<file path="config.mk">
export PLATFORM = sky130hd
export DESIGN_NAME = nmeafc_tail_check
export DESIGN_NICKNAME = d
export VERILOG_FILES = /design/src/rtl/nmeafc_pkg.sv /design/src/rtl/nmeafc_tail_check.sv
export SDC_FILE = /design/constraint.sdc
export NUM_CORES = 1
export LEC_CHECK = 0
export ABC_AREA = 1
export BUFFER_PORTS_ARGS = -buffer_cell sky130_fd_sc_hd__buf_2
export CORE_MARGIN = 1.5
export CORE_UTILIZATION = 48
export DETAILED_ROUTE_END_ITERATION = 8
export PLACE_DENSITY_LB_ADDON = 0.2
export SETUP_SLACK_MARGIN = 0.5
export SLEW_MARGIN = 10
export SYNTH_ARGS = -nofsm -noshare
export SYNTH_HDL_FRONTEND = slang
export SYNTH_SLANG_ARGS = --single-unit
</file>
<file path="constraint.sdc">
create_clock -name vclk -period 2.8
set_input_delay 0.14 -clock vclk [all_inputs]
set_output_delay 0.14 -clock vclk [all_outputs]
set_load 0.05 [all_outputs]
</file>
<file path="src/rtl/nmeafc_pkg.sv">
// Shared constants, types and helper functions for the NMEA sentence framer.
package nmeafc_pkg;

  // Default limit on the number of characters in one sentence.
  localparam int MAX_SENTENCE_DEF = 128;

  // Framing characters.
  localparam logic [7:0] CH_START = 8'h24;  // '$'
  localparam logic [7:0] CH_STAR  = 8'h2A;  // '*'
  localparam logic [7:0] CH_CR    = 8'h0D;
  localparam logic [7:0] CH_LF    = 8'h0A;

  // Tail of a sentence is '*', two hex digits, CR, LF.
  localparam int TAIL_LEN  = 5;
  // A sentence must hold more than this many characters to close.
  localparam int MIN_FRAME = 6;

  // Width of the position output.
  localparam int POS_W = 7;

  // Code returned by hex_value for a character that is not a hex digit.
  localparam logic [4:0] HEX_NONE = 5'd16;

  // Tail check results handed from the checksum unit to the top level.
  typedef struct packed {
    logic       tail_match;
    logic       sum_ok;
    logic [7:0] rx_sum;
    logic [7:0] calc_sum;
  } frame_check_t;

  // Value of one hex digit, or HEX_NONE when the character is not one.
  function automatic logic [4:0] hex_value(input logic [7:0] c);
    logic [4:0] v;
    v = HEX_NONE;
    if (c >= 8'h30 && c <= 8'h39) begin
      v = 5'(c - 8'h30);
    end else if (c >= 8'h41 && c <= 8'h46) begin
      v = 5'(c - 8'h41 + 8'd10);
    end else if (c >= 8'h61 && c <= 8'h66) begin
      v = 5'(c - 8'h61 + 8'd10);
    end
    return v;
  endfunction

endpackage

</file>
<file path="src/rtl/nmeafc_tail_check.sv">
// Sentence tail detection and checksum compare for the NMEA framer.
module nmeafc_tail_check (
  input  logic [7:0]                tail [nmeafc_pkg::TAIL_LEN],
  input  logic [7:0]                run_xor,
  output nmeafc_pkg::frame_check_t  chk
);
  import nmeafc_pkg::*;

  logic [4:0] h1;
  logic [4:0] h2;
  logic [7:0] rx_sum;
  logic [7:0] calc_sum;

  // The last five characters must read '*', any, any, CR, LF; the two checksum characters are not checked here.
  assign chk.tail_match = (tail[0] == CH_STAR) && (tail[3] == CH_CR) && (tail[4] == CH_LF);

  // Decode the received checksum; a non-hex character ends the number.
  assign h1 = hex_value(tail[1]);
  assign h2 = hex_value(tail[2]);

  always_comb begin
    priority if (h1[4]) begin
      rx_sum = 8'h00;
    end else if (h2[4]) begin
      rx_sum = {4'h0, h1[3:0]};
    end else begin
      rx_sum = {h1[3:0], h2[3:0]};
    end
  end

  // Remove the leading '$' and the five tail characters from the running XOR.
  assign calc_sum = run_xor ^ CH_START ^ tail[0] ^ tail[1] ^ tail[2] ^ tail[3] ^ tail[4];

  assign chk.rx_sum   = rx_sum;
  assign chk.calc_sum = calc_sum;
  assign chk.sum_ok   = (rx_sum == calc_sum);

endmodule

</file>
==> metrics.yaml <==
sta:
  hold_viol_final: 0
  fmax_mhz: 497
  min_period_over_period_pct: 71.9
  slew_violations: 0
  grt_setup_unrepaired: "no"
  worstMarginPinSlew_ns: 0.324
  relSlewSlack_pct: 78.3
  setup_ws_ns: 0.787
  setup_tns_ns: 0
  fin_crit_ns: 2.01
  setup_viol: 0
synthesis:
  synth_top_family_by_area: "simple AND/OR/NAND/NOR gates"
  synth_compound_area_share_pct: 3.56
  yosysSeqAreaShare_pct: 0
  synth_area_um2: 1300
  muxShareOfSynthArea_pct: 0
  synth_xor_area_share_pct: 19.5
  synth_nets: 302
  yosys_warnings: 0
  synth_cell_types: 28
  yosys.area_share.simple_pct: 56.2
  synth_cells: 248
  synth_fa_ha_area_share_pct: 5.78
  syn_avg_cell_area_um2: 5.24
critical_path:
  crit_chain: "buf_2 > inv_1 > ha_1 > o21ai_1 > nand2_1 > nand2_4 > nand2_1 > nand2_2 > nor2_8 > nand2_2 > nand2_1 > nand2_1 > nand2_1 > nor2_1 > nand2_1 > nor2_2 > buf_6"
  critPathBufInv: 3
  max_stage_delay_ns: 0.21
  path_max_fanout: 8
  required_ns: 2.66
  critPathTopFamily: "simple AND/OR/NAND/NOR gates"
  cp_slowest_cell: "ha_1"
  crit_path_start_kind: "input port"
  setup.worst_path.class: "in -> out"
  cpMostUsedCell: "nand2_1"
  cp-end-kind: "output port"
  arrival_ns: 1.87
finish:
  areaGrowthSynthToFinish_pct: 29.3
  design.seq.count: 0
  layout_commonest_cell: "nand2_1"
  multi_input_area_um2: 1110
  diodes: 0
  num-clock-buffers: 0
  layout.cells.non_filler: 344
  fin_nets: 370
  drive_gt1_share_pct: 29.0
  mostFrequentLayoutCells: "nand2_1 (92), buf_2 (65), inv_1 (47)"
  register_area_um2: 0
  fillers: 272
cts:
  cts_setup_buffers: 0
  hold_buffers: 0
global_route:
  grt_usage_pct: 22.4
  gr-total-overflow: 0
  antenna_found_initial: 0
  grt_pass1_vias: 1299
  grt_max_degree: 9
  grt_pass1_wl_um: 5070
die:
  die_h_um: 55.0
  num_rows: 18
  die-width_um: 55.0
  core-area_um2: 2520
  pin_count: 66
  initial_core_util_pct: 51.5
  die-area_um2: 3030
drt:
  antenna_left: 0
  wl_um: 3290
  dr.pass1.iters: 4
  viasPerCell: 4.69
  drtIter0Drc: 24
  avgRoutedWirePerCell_um: 9.55
  vias: 1614
  drt_drc_violations_left: 0
place:
  dp.cells: 344
  portBuffers: 66
  gp_congestion: 0.881
  place_hpwl_um: 3060
  preCtsSetupSlack_ns: 0.711
status:
  status: "finished, final reports clean"
power_and_ir_drop:
  p_leak_nw: 1.15
  p_sw_share_pct: 67.9
  power_switching_mw: 0.273
  comb_power_share_pct: 100.0
  p_seq_share_pct: 0
  power.total_mw: 0.402
  peakVddDrop_uv: 225
  clockPowerShare_pct: 0
  power_density_nw_per_um2: 239
  power.internal_mw: 0.129
worst_hold_path:
  hp-class: "in -> out"
job:
  maxCapViolCount: 0
## repair_timing
item                       4_1_cts  5_1_grt
resized for setup                0        3
setup endpoints to repair        0        1
hold endpoints to repair         0        0
## cell usage after synthesis, drive strengths merged
cell	instances	area share (%)
nor4	1	0.48
a21boi	1	0.58
inv	50	14
clkinv	2	0.58
xor2	12	8.7
nor3	1	1.3
nand2	101	32
nand3	28	12
or3b	1	0.67
nand4	4	1.9
ha	6	5.8
o21ai	4	1.8
or2	3	1.4
or4	1	0.58
xnor2	16	11
nand3b	1	0.58
nor2	13	5.6
a21oi	3	1.2
## metrics by stage
step / hold slack [ns] / util, % / instance area (um2)
2_1_floorplan: 0.491 / - / 1310
3_3_place_gp: 0.709 / 66.3 / 1670
3_5_place_dp: 0.710 / 66.3 / 1670
4_1_cts: 0.710 / 66.3 / 1670
5_1_grt: 0.735 / 66.6 / 1680
6_report: 0.707 / 66.6 / 1680
## worst min-delay path: cells and delay by family
family	cells	cell delay, ns
AND/OR/NAND/NOR	2	0.15
buffers and inverters	2	0.28
## layout make-up
| type | instances | area share (%) |
|---|---|---|
| multi-input cells | 196 | 66.1 |
| repair buffers | 66 | 20.0 |
| inverters | 52 | 11.6 |
| well taps | 30 | 2.24 |
## layer usage
metal / wire (um) / track usage [%] / share of wire, %
met1: 1550 / 27.7 / 47
met2: 1610 / 44.4 / 49
met3: 127 / 0.806 / 3.9
met4: 0 / 0.407 / 0
met5: 0 / 0 / 0
## power groups by stage
stage	sequential, mW	combinational, mW	clock, mW
after floorplan	0	0.292	0
after global placement	0	0.398	0
after detailed placement	0	0.401	0
after CTS	0	0.402	0
after global routing	0	0.446	0
final	0	0.402	0
## path summary, 6_finish.rpt
check                start       to  depth (start not counted)
setup / recovery  tail[24]  chk[16]                         17
hold / removal     tail[7]  chk[17]                          4
## logic make-up after synthesis
family | Yosys count
adder cells (fa/ha/maj) | 6
XOR/XNOR | 28
buffers and inverters | 52
AO/OA/AOI/OAI | 8
AND/OR/NAND/NOR | 154
Power figures use the tool's default switching activity.
